===== config.mk =====
export PLATFORM = sky130hd
export DESIGN_NAME = bptc_cfg_regs
export DESIGN_NICKNAME = d
export VERILOG_FILES = /design/src/hw/rtl/bptc_pkg.sv /design/src/hw/rtl/bptc_cfg_regs.sv
export SDC_FILE = /design/constraint.sdc
export NUM_CORES = 1
export LEC_CHECK = 0
export ABC_AREA = 1
export BUFFER_PORTS_ARGS = -buffer_cell sky130_fd_sc_hd__buf_2
export CORE_UTILIZATION = 45
export CTS_CLUSTER_DIAMETER = 200
export DETAILED_ROUTE_END_ITERATION = 8
export PLACE_DENSITY = 0.75
export SLEW_MARGIN = 20
export SYNTH_ARGS = -nofsm -noshare
export SYNTH_HDL_FRONTEND = slang
export SYNTH_SLANG_ARGS = --single-unit

===== constraint.sdc =====
create_clock -name clk -period 0.8 [get_ports clk]
set_clock_uncertainty 0.15 [all_clocks]
set_input_delay 0.04 -clock clk [delete_from_list [all_inputs] [get_ports clk]]
set_output_delay 0.04 -clock clk [all_outputs]
set_load 0.02 [all_outputs]

===== src/hw/rtl/bptc_pkg.sv =====
package bptc_pkg;

	// Field widths
	localparam int RAW_W   = 24;
	localparam int CAL_W   = 16;
	localparam int IDX_W   = 3;
	localparam int DT_W    = 25;
	localparam int MUL_W   = 42;
	localparam int DT2_W   = 50;
	localparam int T2_W    = 17;
	localparam int D_W     = 19;
	localparam int SQ_W    = 38;
	localparam int CORR_W  = 40;
	localparam int ACC_W   = 42;
	localparam int LO_W    = 21;
	localparam int HI_W    = ACC_W - LO_W;
	localparam int PLO_W   = RAW_W + LO_W;
	localparam int PHI_W   = RAW_W + 1 + HI_W;
	localparam int DIFF_W  = PHI_W + 1;
	localparam int PRESS_W = 32;
	localparam int TEMP_W  = 19;

	// Input to result, in clock cycles
	localparam int LATENCY = 9;

	// Temperature thresholds in 0.01 degC
	localparam logic signed [TEMP_W-1:0] T_REF       = 19'sd2000;
	localparam logic signed [D_W-1:0]    T_COLD_DIST = 19'sd3500;

	// Calibration register indexes
	typedef enum logic [IDX_W-1:0] {
		REG_PRESS_SENS = 3'd0,
		REG_PRESS_OFF  = 3'd1,
		REG_SENS_TCO   = 3'd2,
		REG_OFF_TCO    = 3'd3,
		REG_REF_TEMP   = 3'd4,
		REG_TEMP_COEF  = 3'd5
	} reg_idx_t;

	typedef struct packed {
		logic [CAL_W-1:0] press_sens;
		logic [CAL_W-1:0] press_off;
		logic [CAL_W-1:0] sens_tco;
		logic [CAL_W-1:0] off_tco;
		logic [CAL_W-1:0] ref_temp;
		logic [CAL_W-1:0] temp_coef;
	} cal_t;

	// Handoff from the temperature front end to the pressure back end
	typedef struct packed {
		logic                       valid;
		logic [RAW_W-1:0]           up;
		logic signed [ACC_W-1:0]    off1;
		logic signed [ACC_W-1:0]    sens1;
		logic signed [SQ_W-1:0]     sq_warm;
		logic signed [SQ_W-1:0]     sq_cold;
		logic                       below_ref;
		logic                       below_cold;
		logic signed [TEMP_W-1:0]   temp;
	} front_t;

endpackage


===== src/hw/rtl/bptc_cfg_regs.sv =====
module bptc_cfg_regs import bptc_pkg::*; (
	input  logic             clk,
	input  logic             arst_n,
	input  logic             wr_en,
	input  logic [IDX_W-1:0] wr_index,
	input  logic [CAL_W-1:0] wr_data,
	output cal_t             cal
);

	cal_t cal_q;

	// Write the addressed calibration word, drop unknown indexes
	always_ff @(posedge clk or negedge arst_n) begin
		if (!arst_n) begin
			cal_q <= '0;
		end else if (wr_en) begin
			case (wr_index)
				REG_PRESS_SENS: cal_q.press_sens <= wr_data;
				REG_PRESS_OFF:  cal_q.press_off  <= wr_data;
				REG_SENS_TCO:   cal_q.sens_tco   <= wr_data;
				REG_OFF_TCO:    cal_q.off_tco    <= wr_data;
				REG_REF_TEMP:   cal_q.ref_temp   <= wr_data;
				REG_TEMP_COEF:  cal_q.temp_coef  <= wr_data;
				default:        cal_q            <= cal_q;
			endcase
		end
	end

	assign cal = cal_q;

endmodule


### After elaboration in Yosys (flattened, before gate mapping)

Cells that the tools add are included.

* reduce and logical (&&, ||, !) cells: 7
* equality and inequality tests: 5

Operators by type and width (count)
* 2-bit AND reduction: 6
* 3-bit by 2-bit equality test with 1-bit output, second input constant: 2
* 3-bit equality test, second input constant: 2
* 3-bit by 1-bit equality test with 1-bit output, second input constant: 1
* 3-bit zero test: 1

* output and inout bits: 96
* register bits: 96

### Logic depth before layout (Yosys ltp)

Gate-level depths: netlist (run 1).

* depth after elaboration: 2
* depth in mapped cells: 6
* depth with buffers taken out: 5

### Worst setup path before layout (run 1)

OpenSTA, ideal clock, no wires.

* kind: input -> register
* start: input wr_en
* end: register cal_q (netlist bit cal[37])
* setup slack: -0.168 ns
* arrival time: 0.702 ns
* buffers on the path: 1
* stages on the path: 6
* cells stage by stage: inv_1 nor2_2 nand2_1 buf_2 nand2_1 nand2_1

* longest elaborated chain between the ends: 1

Ends and longest elaborated chain
* start: declaration: line bptc_cfg_regs.sv:4 `input logic wr_en,`
* 2-bit AND reduction (no line)
* end signal: assignment: line bptc_cfg_regs.sv:24 `default: cal_q <= cal_q;`
* end: declaration: line bptc_cfg_regs.sv:10 `cal_t cal_q;`

Every way passes these cells.
A chain may end at the register's enable or synchronous reset.

### Worst setup path after layout (run 1)

* start: register cal_q (netlist bit cal[43])
* end: output cal[43] (netlist bit)

RTL lines
* end: declaration: line bptc_cfg_regs.sv:7 `output cal_t cal`

No word-level cell between the ends.

==> metrics, run 1 <==
first drt pass iteration count 5; Final Slew Violations 0; top cells by area in the synthesized netlist dfrtp_1 64%, nand2_1 23%, nand3_1 8.5%, buf_2 1.7%, nor2_2 0.66%; Worst-Margin Slew 0.3462 ns; Synth Cell Area roughly 3800 um^2; Max Clk Rate 859.9 MHz; area leader, netlist dfrtp_1; Synth Warn # 0; Pwr Density ~2600 nW/um^2; H-tree lvl count 3; VDD IR max between 1 and 1.5 mV; Via Count around 3900; clk_lat worst skew 0.35 ns; Port Buffers between 100 and 150; routed len/inst between 15 and 20 um; max_slew headroom 0.7692; critical path endpoint category output port; HP Class primary input to flop; Combinational Power Share 0.369; CP max stage cell dfrtp_1; CTS root buffer clkbuf_8; R2R Setup Slk -0.27 ns; vias in the first global route roughly 3700; status finished with violations; largest net degree at the start of global routing 32; Inst Count DP roughly 650; drc violations 0; average cell area after synthesis slightly below 9 um^2; Die ar. about 9000 um^2; Initial Utilization 0.4617; Static Leakage roughly 3.3 nW; Max FO, Critical Path 2; Syn-to-layout area delta 68.38%; Netlist cell types 11; CP Launch Type flop; WHS -0.1527 ns; Die Ht roughly 94 um; share of layout cells above drive strength 1 0.5188; initial antenna violation count 0; fin crit share 1.454; CTS tree built; CP bufs+invs 1; Sequential Power Share 0.415; RSZ-0062 raised after global routing true; Worst-path clk slew ~0.1 ns; Routed Antenna Nets 0; global route overflow 0; critical path class flop to output port; clock sinks 96; failing checks hold timing, setup timing; Hold-fix buffers, CTS 11; Gate Count Post-Synth ~430; register area between 2000 and 2500 um^2; GPL Wtd Cong slightly below 0.8; DP HPWL 7.477 mm; multi-input logic area approximately 1500 um^2; crit-path leading delay family flip-flops; post-synthesis sequential area ratio 0.6364; Fillers a little under 500; Die Wd around 94 um; clk buf depth 2; crit-path max cell delay roughly 0.45 ns; share of the synthesized area in the top cell type 0.6364; sw power between 5 and 6 mW; Ant. Diodes 0; TritonCTS Buffers 9; IO Pins around 120; area of the core roughly 8200 um^2; PnR worst setup slack -0.3629 ns; Hold Vio Cnt, Final 47; Routed WL between 10 and 15 mm; post-synthesis net count 447; DR vias/cell roughly 5.4; # Max-Cap Violations 0; non-filler cells, final a little over 700; Sw Ratio 0.3428; crit path cell chain buf_6; number of synthesized register bits 96; GRT Overall Usage 0.2860; number of flip-flops in the largest register 96; Starting DRT DRC Count between 200 and 300; first-pass GRT wire length around 19 mm; Rows 33; critical path arrival roughly 0.97 ns; P_int 10.66 mW; worst path required time 0.61 ns; min cycle time layout around 1.2 ns; clock share of power 0.215; Final Setup Violations roughly 160; nets approximately 630; total power between 15 and 20 mW
## synth_stat cells
master,count
nor2_2,4
nand2_2,2
nand3_1,64
inv_1,3
dfrtp_1,96
inv_2,3
nand2_1,232
buf_4,3
nor2_4,2
buf_2,13
clkbuf_1,3
## layout make-up
cell class / count / area share
sequential: 96 / 0.3860
timing repair buffer: 189 / 0.3148
multi-input combinational: 304 / 0.2400
clock buffer: 11 / 0.02067
tap: 105 / 0.02067
clock inverter: 5 / 0.01280
inverter: 6 / 0.005118
## metrics by stage
stage	util	setup slack, ns	cell area, um^2	setup TNS [ns]
after global routing	0.7775	-0.4106	6356	-39.43
after detailed placement	0.5721	-0.3926	4677	-32.64
after global placement	0.5721	-0.3337	4677	-28.12
after floorplan	-	-0.06664	3921	-3.403
final	0.7775	-0.3629	6356	-35.30
after CTS	0.7184	-0.3228	5873	-32.64
## tightest hold or removal path, cell delays in order
cell and delay [ns]:
buf_2 0.17, nand2_1 0.08, nand2_1 0.04
## logic make-up after synthesis
kind of cell,count (synthesis),share of synthesized area
flip-flops,96,0.6364
AND/OR/NAND/NOR,304,0.3315
buffers and inverters,25,0.03215
## cells in the final DEF (no fill, tap or decap)
cell type	instances
dfrtp_2	41
clkinvlp_4	1
clkbuf_1	2
buf_2	13
bufinv_16	2
nand3_1	64
nor2_2	2
inv_6	1
nor2_4	4
dlymetal6s4s_1	4
nand2_4	14
clkinv_2	1
nand2_1	160
buf_4	23
inv_8	1
nand2_8	1
clkbuf_8	9
inv_2	2
buf_6	137
nand2_2	59
dlygate4sd3_1	7
dfrtp_1	55
inv_4	1
inv_1	2
buf_12	5
## repair_timing
item                                    in CTS  in global routing
endpoints found under the setup margin     100                191
resized for setup                          198                129
pin swaps                                    8                 37
buffers inserted                            34                 21
hold endpoints to repair                   192                 47
## path summary, 6_finish.rpt
path / from / end / cells after the start
max: cal[43]$_DFFE_PN0P_ / cal[43] / 1
min: wr_data[8] / cal[40]$_DFFE_PN0P_ / 3
max reg2reg: cal[59]$_DFFE_PN0P_ / cal[59]$_DFFE_PN0P_ / 4
min reg2reg: cal[83]$_DFFE_PN0P_ / cal[83]$_DFFE_PN0P_ / 2
max in group asynchronous: arst_n / cal[0]$_DFFE_PN0P_ / 3
min in group asynchronous: arst_n / cal[60]$_DFFE_PN0P_ / 2
## power groups by stage
stage	clock (mW)	sequential, mW	combinational [mW]
2_1_floorplan	0	7.54	0.860
3_3_place_gp	0	6.42	3.41
3_5_place_dp	0	6.43	3.51
4_1_cts	3.49	6.55	5.11
5_1_grt	3.71	6.80	6.33
6_report	3.49	6.73	5.99
## metal layers
layer	global-route usage	up-vias	share of wire
met5	0	-	0
met4	0.09744	0	0.039
met3	0.08293	48	0.094
met2	0.4908	243	0.51
met1	0.3440	1882	0.36
li1	-	1693	-
(Power assumes the default switching activity.)
==> inputs of run 2 (changes only) <==
--- a/config.mk
+++ b/config.mk
@@ -10,7 +10,7 @@
 export CORE_UTILIZATION = 45
 export CTS_CLUSTER_DIAMETER = 200
 export DETAILED_ROUTE_END_ITERATION = 8
-export PLACE_DENSITY = 0.75
+export PLACE_DENSITY = 0.72
 export SLEW_MARGIN = 20
 export SYNTH_ARGS = -nofsm -noshare
 export SYNTH_HDL_FRONTEND = slang
==> constraint.sdc (replaced) <==
create_clock -name clk -period 1.4 [get_ports clk]
set_clock_uncertainty 0.15 [all_clocks]
set_input_delay 0.07 -clock clk [delete_from_list [all_inputs] [get_ports clk]]
set_output_delay 0.07 -clock clk [all_outputs]
set_load 0.02 [all_outputs]
==> run 2 against run 1 <==
  * The flow now finishes without violations
  * Register-to-register slack improved by 0.86 ns
  * Via count down 11%
  * Worst hold slack improved by 0.21 ns
  * Setup slack improved by 0.54 ns
  * Critical path type is now primary input to flop
==> metrics, run 2 (synthesized netlist as in run 1, its figures left out) <==
fin crit share 0.8750; critical path arrival 1.38 ns; Max FO, Critical Path 6; area of the core approximately 8000 um^2; worst path required time around 1.6 ns; CTS tree built; first-pass GRT wire length around 17 mm; first drt pass iteration count 5; number of flip-flops in the largest register 96; global route overflow 0; # Max-Cap Violations 0; Starting DRT DRC Count 208; H-tree lvl count 3; CP max stage cell dlygate4sd3_1; Routed Antenna Nets 0; Die ar. between 8000 and 9000 um^2; DP HPWL approximately 7 mm; status complete, no violations; non-filler cells, final approximately 680; Die Wd about 94 um; IO Pins between 100 and 150; Worst-Margin Slew between 0.6 and 0.7 ns; most frequent cells in the layout 232 x nand2_1, 116 x buf_2, 96 x dfrtp_1; nets 591; Initial Utilization 0.4617; Hold Vio Cnt, Final 0; crit path cell chain buf_2 > inv_2 > nor2_4 > dlygate4sd3_1 > nand3_1 > nand2_1; critical path class primary input to flop; clk buf depth 2; post-CTS setup buffer count 0; HP Class primary input to flop; most common cell after layout, fill and taps aside nand2_1; Static Leakage between 2 and 3 nW; routed len/inst ~15 um; VDD IR max 0.8542 mV; Port Buffers roughly 120; Inst Count DP roughly 640; initial antenna violation count 0; Pwr Density roughly 1500 nW/um^2; Rows 33; Setup TNS 0 ns; Max Clk Rate 816.3 MHz; PnR worst setup slack roughly 0.18 ns; RSZ-0062 raised after global routing false; CP Launch Type primary input; Via Count ~3400; post-CTS resize count 0; clock sinks 96; critical path endpoint category flop; clk_lat worst skew roughly 0.36 ns; max_slew headroom 0.5903; CTS root buffer clkbuf_8; drc violations 0; DR vias/cell 5.053; min cycle time layout about 1.2 ns; share of layout cells above drive strength 1 0.2735; Routed WL roughly 10 mm; vias in the first global route between 3000 and 4000; GRT Overall Usage 0.2533; Die Ht 93.59 um; Ant. Diodes 0; Hold-fix buffers, CTS 21; Syn-to-layout area delta 30.86%; GPL Wtd Cong ~0.77; largest net degree at the start of global routing between 50 and 60; Worst-path clk slew ~0.080 ns; TritonCTS Buffers 9; Final Setup Violations 0; Fillers approximately 750; Final Slew Violations 0; Setup WS pre-CTS 0.02821 ns; crit-path max cell delay 0.73 ns
-- run 2: cell count changes in the layout (fill, tap and decap cells not counted), moves of 2 or more --
cell / before / now
nand2_1: 160 / 232
dfrtp_1: 55 / 96
buf_4: 23 / 14
dlymetal6s4s_1: 4 / 0
buf_6: 137 / 0
nand2_4: 14 / 0
dlygate4sd3_1: 7 / 21
clkinv_2: 1 / 3
nand2_2: 59 / 2
buf_2: 13 / 116
dfrtp_2: 41 / 0
buf_12: 5 / 1
-- run 2: area by class of cell --
| class | count | area, um^2 | area share |
|---|---|---|---|
| Multi-Input combinational cell | 304 | 1256 | 0.2543 |
| Inverter | 6 | 22.52 | 0.004559 |
| Clock inverter | 6 | 83.83 | 0.01697 |
| Timing Repair Buffer | 152 | 915.9 | 0.1854 |
| Clock buffer | 10 | 127.6 | 0.02584 |
| Tap cell | 105 | 131.4 | 0.02660 |
| Sequential cell | 96 | 2402 | 0.4863 |
-- run 2: through the flow --
stage                       util  instance area (um^2)  power [mW]  hold WS [ns]
final                     0.6042                  4940       7.563       0.05255
after global routing      0.6042                  4940       7.918       0.07648
after CTS                 0.6042                  4940       7.597       0.04432
after detailed placement  0.5526                  4518       5.619       -0.2476
after global placement    0.5526                  4518       5.561       -0.2501
after floorplan                -                  3775       4.748       -0.3756
-- run 2: power breakdown --
part           switching, mW  leakage (nW)  internal, mW
clock network          0.954         0.110          1.00
registers              0.310          1.21          3.29
logic                   1.35          1.55         0.657
total                   2.62          2.87          4.95
-- run 2: metal layers --
layer,global-route usage,share of wire,up-vias
li1,-,-,1617
met1,0.3462,0.44,1640
met5,0,0,-
met4,0.07564,0.010,0
met2,0.4093,0.47,163
met3,0.05041,0.085,11
-- run 2: critical path, delay by kind of cell --
| kind | cells | cell delay (ns) |
|---|---|---|
| buf+inv | 3 | 0.94 |
| simple gates | 3 | 0.35 |
-- run 2: worst paths after layout --
check	from	end	slack (ns)	depth (start not counted)
setup / recovery	wr_index[0]	cal[79]$_DFFE_PN0P_	0.18	6
hold / removal	wr_index[2]	cal[84]$_DFFE_PN0P_	0.05	5
setup reg to reg	cal[45]$_DFFE_PN0P_	cal[45]$_DFFE_PN0P_	0.59	2
hold reg to reg	cal[84]$_DFFE_PN0P_	cal[84]$_DFFE_PN0P_	0.32	2
max in group asynchronous	arst_n	cal[91]$_DFFE_PN0P_	0.29	3
min in group asynchronous	arst_n	cal[85]$_DFFE_PN0P_	0.12	3
