## src/hw/rtl/bptc_pkg.sv

```systemverilog
package bptc_pkg;

	// Field widths
	localparam int RAW_W   = 24;
	localparam int CAL_W   = 16;
	localparam int IDX_W   = 3;
	localparam int DT_W    = 25;
	localparam int MUL_W   = 42;
	localparam int DT2_W   = 50;
	localparam int T2_W    = 17;
	localparam int D_W     = 19;
	localparam int SQ_W    = 38;
	localparam int CORR_W  = 40;
	localparam int ACC_W   = 42;
	localparam int LO_W    = 21;
	localparam int HI_W    = ACC_W - LO_W;
	localparam int PLO_W   = RAW_W + LO_W;
	localparam int PHI_W   = RAW_W + 1 + HI_W;
	localparam int DIFF_W  = PHI_W + 1;
	localparam int PRESS_W = 32;
	localparam int TEMP_W  = 19;

	// Input to result, in clock cycles
	localparam int LATENCY = 9;

	// Temperature thresholds in 0.01 degC
	localparam logic signed [TEMP_W-1:0] T_REF       = 19'sd2000;
	localparam logic signed [D_W-1:0]    T_COLD_DIST = 19'sd3500;

	// Calibration register indexes
	typedef enum logic [IDX_W-1:0] {
		REG_PRESS_SENS = 3'd0,
		REG_PRESS_OFF  = 3'd1,
		REG_SENS_TCO   = 3'd2,
		REG_OFF_TCO    = 3'd3,
		REG_REF_TEMP   = 3'd4,
		REG_TEMP_COEF  = 3'd5
	} reg_idx_t;

	typedef struct packed {
		logic [CAL_W-1:0] press_sens;
		logic [CAL_W-1:0] press_off;
		logic [CAL_W-1:0] sens_tco;
		logic [CAL_W-1:0] off_tco;
		logic [CAL_W-1:0] ref_temp;
		logic [CAL_W-1:0] temp_coef;
	} cal_t;

	// Handoff from the temperature front end to the pressure back end
	typedef struct packed {
		logic                       valid;
		logic [RAW_W-1:0]           up;
		logic signed [ACC_W-1:0]    off1;
		logic signed [ACC_W-1:0]    sens1;
		logic signed [SQ_W-1:0]     sq_warm;
		logic signed [SQ_W-1:0]     sq_cold;
		logic                       below_ref;
		logic                       below_cold;
		logic signed [TEMP_W-1:0]   temp;
	} front_t;

endpackage

```

## src/hw/rtl/bptc_back.sv

```systemverilog
module bptc_back import bptc_pkg::*; (
	input  logic                      clk,
	input  logic                      arst_n,
	input  front_t                    front,
	output logic                      out_valid,
	output logic signed [PRESS_W-1:0] press,
	output logic signed [TEMP_W-1:0]  temp
);

	logic valid_s5, valid_s6, valid_s7, valid_s8, valid_s9;

	logic [RAW_W-1:0]          up_s5, up_s6;
	logic signed [ACC_W-1:0]   off1_s5, sens1_s5, off_s6, sens_s6, off_s7, off_s8;
	logic signed [CORR_W-1:0]  coff_s5, csens_s5;
	logic [PLO_W-1:0]          plo_s7;
	logic signed [PHI_W-1:0]   phi_s7, sum_s8;
	logic signed [PRESS_W-1:0] press_s9;
	logic signed [TEMP_W-1:0]  temp_s5, temp_s6, temp_s7, temp_s8, temp_s9;

	logic signed [CORR_W-1:0]  sqw, sqc, warm5, cold7, cold11;
	logic signed [CORR_W-1:0]  coff_n, csens_n;
	logic signed [DIFF_W-1:0]  diff;

	// Constant multiples of the squares by shift and add
	assign sqw    = {{(CORR_W-SQ_W){front.sq_warm[SQ_W-1]}}, front.sq_warm};
	assign sqc    = {{(CORR_W-SQ_W){front.sq_cold[SQ_W-1]}}, front.sq_cold};
	assign warm5  = sqw + (sqw <<< 2);
	assign cold7  = (sqc <<< 3) - sqc;
	assign cold11 = (sqc <<< 3) + (sqc <<< 1) + sqc;

	// Second-order corrections below the reference, cold term only below the cold threshold
	always_comb begin
		coff_n  = '0;
		csens_n = '0;
		if (front.below_ref) begin
			coff_n  = (warm5 >>> 1) + (front.below_cold ? cold7 : '0);
			csens_n = (warm5 >>> 2) + (front.below_cold ? (cold11 >>> 1) : '0);
		end
	end

	// Final difference, then scale down
	assign diff = $signed({sum_s8[PHI_W-1], sum_s8})
		- $signed({{(DIFF_W-ACC_W){off_s8[ACC_W-1]}}, off_s8});

	// Advance valid bits
	always_ff @(posedge clk or negedge arst_n) begin
		if (!arst_n) begin
			valid_s5 <= 1'b0;
			valid_s6 <= 1'b0;
			valid_s7 <= 1'b0;
			valid_s8 <= 1'b0;
			valid_s9 <= 1'b0;
		end else begin
			valid_s5 <= front.valid;
			valid_s6 <= valid_s5;
			valid_s7 <= valid_s6;
			valid_s8 <= valid_s7;
			valid_s9 <= valid_s8;
		end
	end

	always_ff @(posedge clk) begin
		// Stage 5: correction terms
		coff_s5  <= coff_n;
		csens_s5 <= csens_n;
		off1_s5  <= front.off1;
		sens1_s5 <= front.sens1;
		up_s5    <= front.up;
		temp_s5  <= front.temp;

		// Stage 6: apply corrections
		off_s6  <= off1_s5 - {{(ACC_W-CORR_W){coff_s5[CORR_W-1]}}, coff_s5};
		sens_s6 <= sens1_s5 - {{(ACC_W-CORR_W){csens_s5[CORR_W-1]}}, csens_s5};
		up_s6   <= up_s5;
		temp_s6 <= temp_s5;

		// Stage 7: pressure product in two halves of the sensitivity
		plo_s7  <= up_s6 * sens_s6[LO_W-1:0];
		phi_s7  <= $signed({1'b0, up_s6}) * $signed(sens_s6[ACC_W-1:LO_W]);
		off_s7  <= off_s6;
		temp_s7 <= temp_s6;

		// Stage 8: recombine, already divided by two to the 21st
		sum_s8  <= phi_s7 + $signed({{(PHI_W-(PLO_W-LO_W)){1'b0}}, plo_s7[PLO_W-1:LO_W]});
		off_s8  <= off_s7;
		temp_s8 <= temp_s7;

		// Stage 9: subtract offset and keep the low 32 bits of the scaled result
		press_s9 <= diff[DIFF_W-1:15];
		temp_s9  <= temp_s8;
	end

	assign out_valid = valid_s9;
	assign press     = press_s9;
	assign temp      = temp_s9;

endmodule

```

## config.mk

```make
export PLATFORM = sky130hd
export DESIGN_NAME = bptc_back
export DESIGN_NICKNAME = d
export VERILOG_FILES = /design/src/hw/rtl/bptc_pkg.sv /design/src/hw/rtl/bptc_back.sv
export SDC_FILE = /design/constraint.sdc
export NUM_CORES = 2
export LEC_CHECK = 0
export BUFFER_PORTS_ARGS = -buffer_cell sky130_fd_sc_hd__buf_2
export CORE_ASPECT_RATIO = 2
export CORE_MARGIN = 3
export CORE_UTILIZATION = 55
export DETAILED_ROUTE_END_ITERATION = 10
export GPL_TIMING_DRIVEN = 0
export MAX_ROUTING_LAYER = met4
export PLACE_DENSITY_LB_ADDON = 0.12
export SLEW_MARGIN = 10
export SYNTH_ARGS = -nofsm -noshare
export SYNTH_HDL_FRONTEND = slang
export SYNTH_SLANG_ARGS = --single-unit
```

## constraint.sdc

```tcl
create_clock -name clk -period 7.15 [get_ports clk]
set_clock_uncertainty 0.15 [all_clocks]
set_input_delay 1.43 -clock clk [delete_from_list [all_inputs] [get_ports clk]]
set_output_delay 1.43 -clock clk [all_outputs]
set_load 0.01 [all_outputs]
```

# Yosys cells after proc, flatten, opt, wreduce, memory -nomap -nowiden

Cells that the tools add are included.
Widths: inputs -> output; s select.

$add $sub $neg: 10
$mul: 2
Muxes and demuxes: 2

Operators with widths:

| kind           | number |
|---|---|
| $sub 42x42->42 | 2 |
| $sub 46x42->47 | 1 |
| $add 46x25->46 | 1 |
| $mul 25x21->46 | 1 |
| $mul 24x21->45 | 1 |
| $add 38x39->40 | 1 |
| $add 38x40->40 | 1 |
| $add 39x40->40 | 1 |
| $add 40x38->40 | 1 |
| $add 40x39->40 | 1 |
| $mux 40        | 1 |
| $sub 40x38->40 | 1 |
| $mux 39        | 1 |

Register bits: 649
Output and inout bits: 52

# Longest topological paths before layout

Word-level depth: 4
Mapped depth: 27
Gate-level depth less buffers: 26

# Worst setup path before layout

Ideal clock, no wire load.

Path type: flip-flop to flip-flop
Start point: reg up_s6[11]
End point: reg phi_s7[44]
Library setup time: 0.120 ns
Data arrival time: 6.502 ns
Setup slack: 0.378 ns
Cell stages (with the launch flop): 26
Period minus slack after synthesis: 6.772 ns
Path through: dfxtp_1 -> clkbuf_1 -> nand2_1 -> fa_1 -> inv_1 -> fa_1 -> inv_1 -> fa_1 -> fa_1 -> inv_1 -> fa_1 -> fa_1 -> inv_1 -> fa_1 -> inv_1 -> ha_1 -> nand2_1 -> nor2_1 -> nand3_1 -> o21ai_0 -> a311o_1 -> a21o_1 -> nand2_1 -> o211ai_1 -> o221ai_1 -> xnor2_1

Longest elaborated chain between the ends: 1

RTL lines:

| element                | RTL line        | text |
|---|---|---|
| start, declared        | bptc_back.sv:12 | `logic [RAW_W-1:0] up_s5, up_s6;` |
| start signal, assigned | bptc_back.sv:74 | `up_s6 <= up_s5;` |
| $mul 25x21->46         | bptc_back.sv:79 | `phi_s7 <= $signed({1'b0, up_s6}) * $signed(sens_s6[ACC_W-1:LO_W]);` |
| end signal, assigned   | bptc_back.sv:79 |  |
| end, declared          | bptc_back.sv:16 | `logic signed [PHI_W-1:0] phi_s7, sum_s8;` |

Every way passes these cells.
A chain may end at the register's enable or synchronous reset.

# Final worst setup path

Start point: reg sens_s6[14]
End point: reg plo_s7[35]

Longest elaborated chain between the ends: 1

RTL lines:

| element                | RTL line        | text |
|---|---|---|
| start, declared        | bptc_back.sv:13 | `logic signed [ACC_W-1:0] off1_s5, sens1_s5, off_s6, sens_s6, off_s7, off_s8;` |
| start signal, assigned | bptc_back.sv:73 | `sens_s6 <= sens1_s5 - {{(ACC_W-CORR_W){csens_s5[CORR_W-1]}}, csens_s5};` |
| $mul 24x21->45         | bptc_back.sv:78 | `plo_s7 <= up_s6 * sens_s6[LO_W-1:0];` |
| end signal, assigned   | bptc_back.sv:78 |  |
| end, declared          | bptc_back.sv:15 | `logic [PLO_W-1:0] plo_s7;` |

Every way passes these cells.

==> run summary <==
Synthesis Warnings = 0
Via count = 54.3k
Crit. Startpoint = sens_s6[14]$_DFF_P_
Share of layout cells above drive strength 1 = 0.127
Final worst path period need = 7.82 ns
Max-slew violations = 0
I/O pin count = 260
Failing checks = setup timing
Mapped Cells = 7,116
Final worst setup slack = -0.670 ns
Synth Register Bits = 628
Multi-input gate area = 47,900 sq um
Synth area leader = fa_1
Fillers = 10.0k
Drt first pass iters = 8
R2r endpoint = plo_s7[35]$_DFF_P_
Asr flop ratio synth = 0.00796
Initial antenna violation count = 58
Initial core utilization = 0.554
FF/Latch Area = 12,800 sq um
# setup viols final = 26
Clk slew on worst S/H paths = 0.07 ns
WS Path Type = register to register
Rel. slew slack = 0.182
H-Tree Depth = 2
Wirelength per Cell = 28.8 um
First-pass GRT wire length = 383 mm
Die ar. = 122,000 sq um
GR Overflow Total = 0
Setup crit start kind = register
CTS root buffer = clkbuf_16
Critical path fanouts, max = 10
Post-synth EDFFs = 0
Num Clock Sinks = 628
RSZ-0062 raised after global routing = yes
Row count = 177
Main synth FF type = dfxtp_1
Hold-fix buffers at CTS = 0
Non-Filler Instances = 9,193
Die width = 248 um
CP required = 7.64 ns
Hold Path Origin = up_s5[23]$_DFF_P_
R2R setup slack = -0.67 ns
Port-buffer cells = 259
Fmax = 128 MHz
Largest net degree at the start of global routing = 20
Hold Vio Cnt, Final = 0
Synth unique cells = 85
GRT Resource Usage Total = 0.461
R2R depth = 23
Initial drt markers = 3,695
Max_cap viols = 0
Worst-margin pin slew = 1.22 ns
Fin crit share = 1.09
Cts bufs inserted = 56
Final nets = 9,311
Synth area leaders = fa_1 (27%), dfxtp_1 (19%), ha_1 (13%)
Vias in the first global route = 57.6k
Syn_area_per_cell = 9.07 sq um
WHS Endpoint = up_s6[23]$_DFF_P_
Worst skew pair latency = 0.74 ns
Worst min path class = register to register
Total routed wirelength = 265 mm
Outcome = complete, but fails checks
Vias/cell = 5.91
CTS tree = done
Area delta synth->final = 14.9%
Pre-CTS worst setup slack = -3.18 ns
Final HPWL DP = 209 mm
DRC viols = 0
Yosys top cell area share = 0.270
Worst hold path cell count = 0
GP Congestion = 1.14
Setup TNS = -8.44 ns
CP Capture Type = register
Placed Cells = 8,896
Syn Nets = 8,872
Seq/Total Area, Yosys = 0.195
R2R Path Start = sens_s6[14]$_DFF_P_
Die H = 491 um
Area after DPL = 67,800 sq um
Fin area = 74,200 sq um
CTS max path bufs = 3
Core area = 116,000 sq um
Post-DRT Antenna Nets = 0
Syn Std Cell Area = 64,600 sq um
CP Data Arrival Time = 8.31 ns
==> routing by layer <==
metal  global-route usage  vias up  part of all wire
met5                    -        -                 0
met4                0.507        0              0.15
met3                0.178     1622             0.086
met2                0.735     2762              0.49
met1                0.380    26200              0.28
li1                     -    23700                 -
==> critical path: stages (launching register included) <==
cell and delay (ns):
dfxtp_4 0.51, buf_8 0.27, nand2_1 0.11, fa_1 0.49
inv_1 0.05, fa_1 0.50, fa_2 0.78, fa_1 0.48
fa_1 0.47, fa_1 0.54, inv_2 0.05, fa_2 0.84
inv_2 0.10, ha_4 0.19, a21o_1 0.23, a21o_1 0.22
a21oi_4 0.23, o21ai_4 0.09, a221oi_4 0.47, o41ai_4 0.29
clkbuf_16 0.23, buf_4 0.13, a31oi_4 0.15, xnor2_2 0.15
==> stage by stage <==
| step | util | hold WS (ns) |
|---|---|---|
| 6_report | 0.637 | 0.144 |
| 5_1_grt | 0.637 | 0.162 |
| 4_1_cts | 0.623 | 0.171 |
| 3_5_place_dp | 0.582 | 0.162 |
| 3_3_place_gp | 0.582 | 0.160 |
| 2_1_floorplan | - | 0.160 |
==> cell usage after synthesis (8+ instances only) <==
cell type	number
a211o_1	14
a211oi_1	41
a21boi_0	10
a21o_1	221
a21oi_1	365
a221o_1	10
a311oi_1	8
a31o_2	8
a31oi_1	43
and2_1	547
and3_1	43
and4_1	11
clkbuf_1	235
dfxtp_1	623
fa_1	872
ha_1	676
inv_1	1191
mux2i_1	9
nand2_1	711
nand2b_1	65
nand3_1	88
nand3b_1	8
nand4_1	54
nor2_1	265
nor2b_1	68
nor3_1	64
nor3b_1	11
nor4_1	14
o2111ai_1	8
o211ai_1	27
o21a_1	55
o21ai_0	175
o21bai_1	49
o31ai_1	21
or2_2	9
or3_1	14
or4_1	9
xnor2_1	230
xor2_1	126
==> sequential cells by signal, indices dropped and copies added (netlist names), 24 cells and up <==
register	count
sens1_s5	42
up_s5	24
sum_s8	46
coff_s5	40
off_s8	42
off_s7	42
off_s6	42
up_s6	24
sens_s6	42
off1_s5	42
phi_s7	46
press	32
plo_s7	24
csens_s5	40
==> worst max path at each step <==
| stage | endpoint | slack, ns | cells after the start |
|---|---|---|---|
| finish | plo_s7[35]$_DFF_P_ | -0.67 | 23 |
| global route | plo_s7[43]$_DFF_P_ | -0.69 | 25 |
| CTS | plo_s7[43]$_DFF_P_ | -0.23 | 24 |
| detailed placement | plo_s7[43]$_DFF_P_ | -3.18 | 23 |
| global placement | plo_s7[44]$_DFF_P_ | -3.18 | 23 |
| floorplan | phi_s7[44]$_DFF_P_ | 0.38 | 25 |
==> kinds of logic after synthesis <==
family / Yosys count / share of synthesized area
and+or+nand+nor: 1994 / 0.154
adders and majority gates: 1548 / 0.401
buffers and inverters: 1427 / 0.0830
AOI/OAI and AO/OA: 1153 / 0.117
DFF: 628 / 0.195
xor gates and xnor gates: 356 / 0.0483
muxes: 10 / 0.00157
==> area by class of cell <==
cell class	count	share of cell area
Multi-Input combinational cell	5061	0.645
Clock buffer	64	0.0198
Antenna cell	70	0.00236
Tap cell	1521	0.0257
Timing Repair Buffer	384	0.0328
Clock inverter	41	0.00777
Inverter	1191	0.0606
Buffer	233	0.0335
Sequential cell	628	0.172
==> cell usage in the layout, fill, tap and decap left out, types with 20 or more instances in the layout <==
cell	Yosys	final
o21bai_1	49	48
a21o_1	221	221
diode_2	0	70
nor2b_1	68	67
and3_1	43	42
o21ai_0	175	160
dfxtp_2	0	20
fa_2	0	27
a21oi_1	365	332
inv_1	1191	1171
buf_2	0	261
clkbuf_16	0	94
clkbuf_1	235	63
and2_1	547	541
a31oi_1	43	37
clkbuf_4	0	34
buf_6	0	24
nand2b_1	65	65
xnor2_1	230	213
ha_1	676	652
o21a_1	55	55
nor3_1	64	60
nand3_1	88	85
clkbuf_8	0	44
xor2_1	126	120
nor2_1	265	257
a211oi_1	41	38
a21oi_2	2	26
dfxtp_1	623	561
buf_4	0	105
nand2_1	711	697
dfxtp_4	0	42
clkbuf_2	0	31
nand4_1	54	54
fa_1	872	845
o211ai_1	27	27
==> timing repair <==
item,4_1_cts,5_1_grt
endpoints found under the setup margin,56,57
pin swaps,76,94
setup buffers,63,61
endpoints found under the hold margin,0,0
gates resized for setup,648,259
gates cloned,0,2
Power is left out: the tool's default activity adds up to more than one toggle a clock period on the data nets, which glitch-free logic cannot reach.
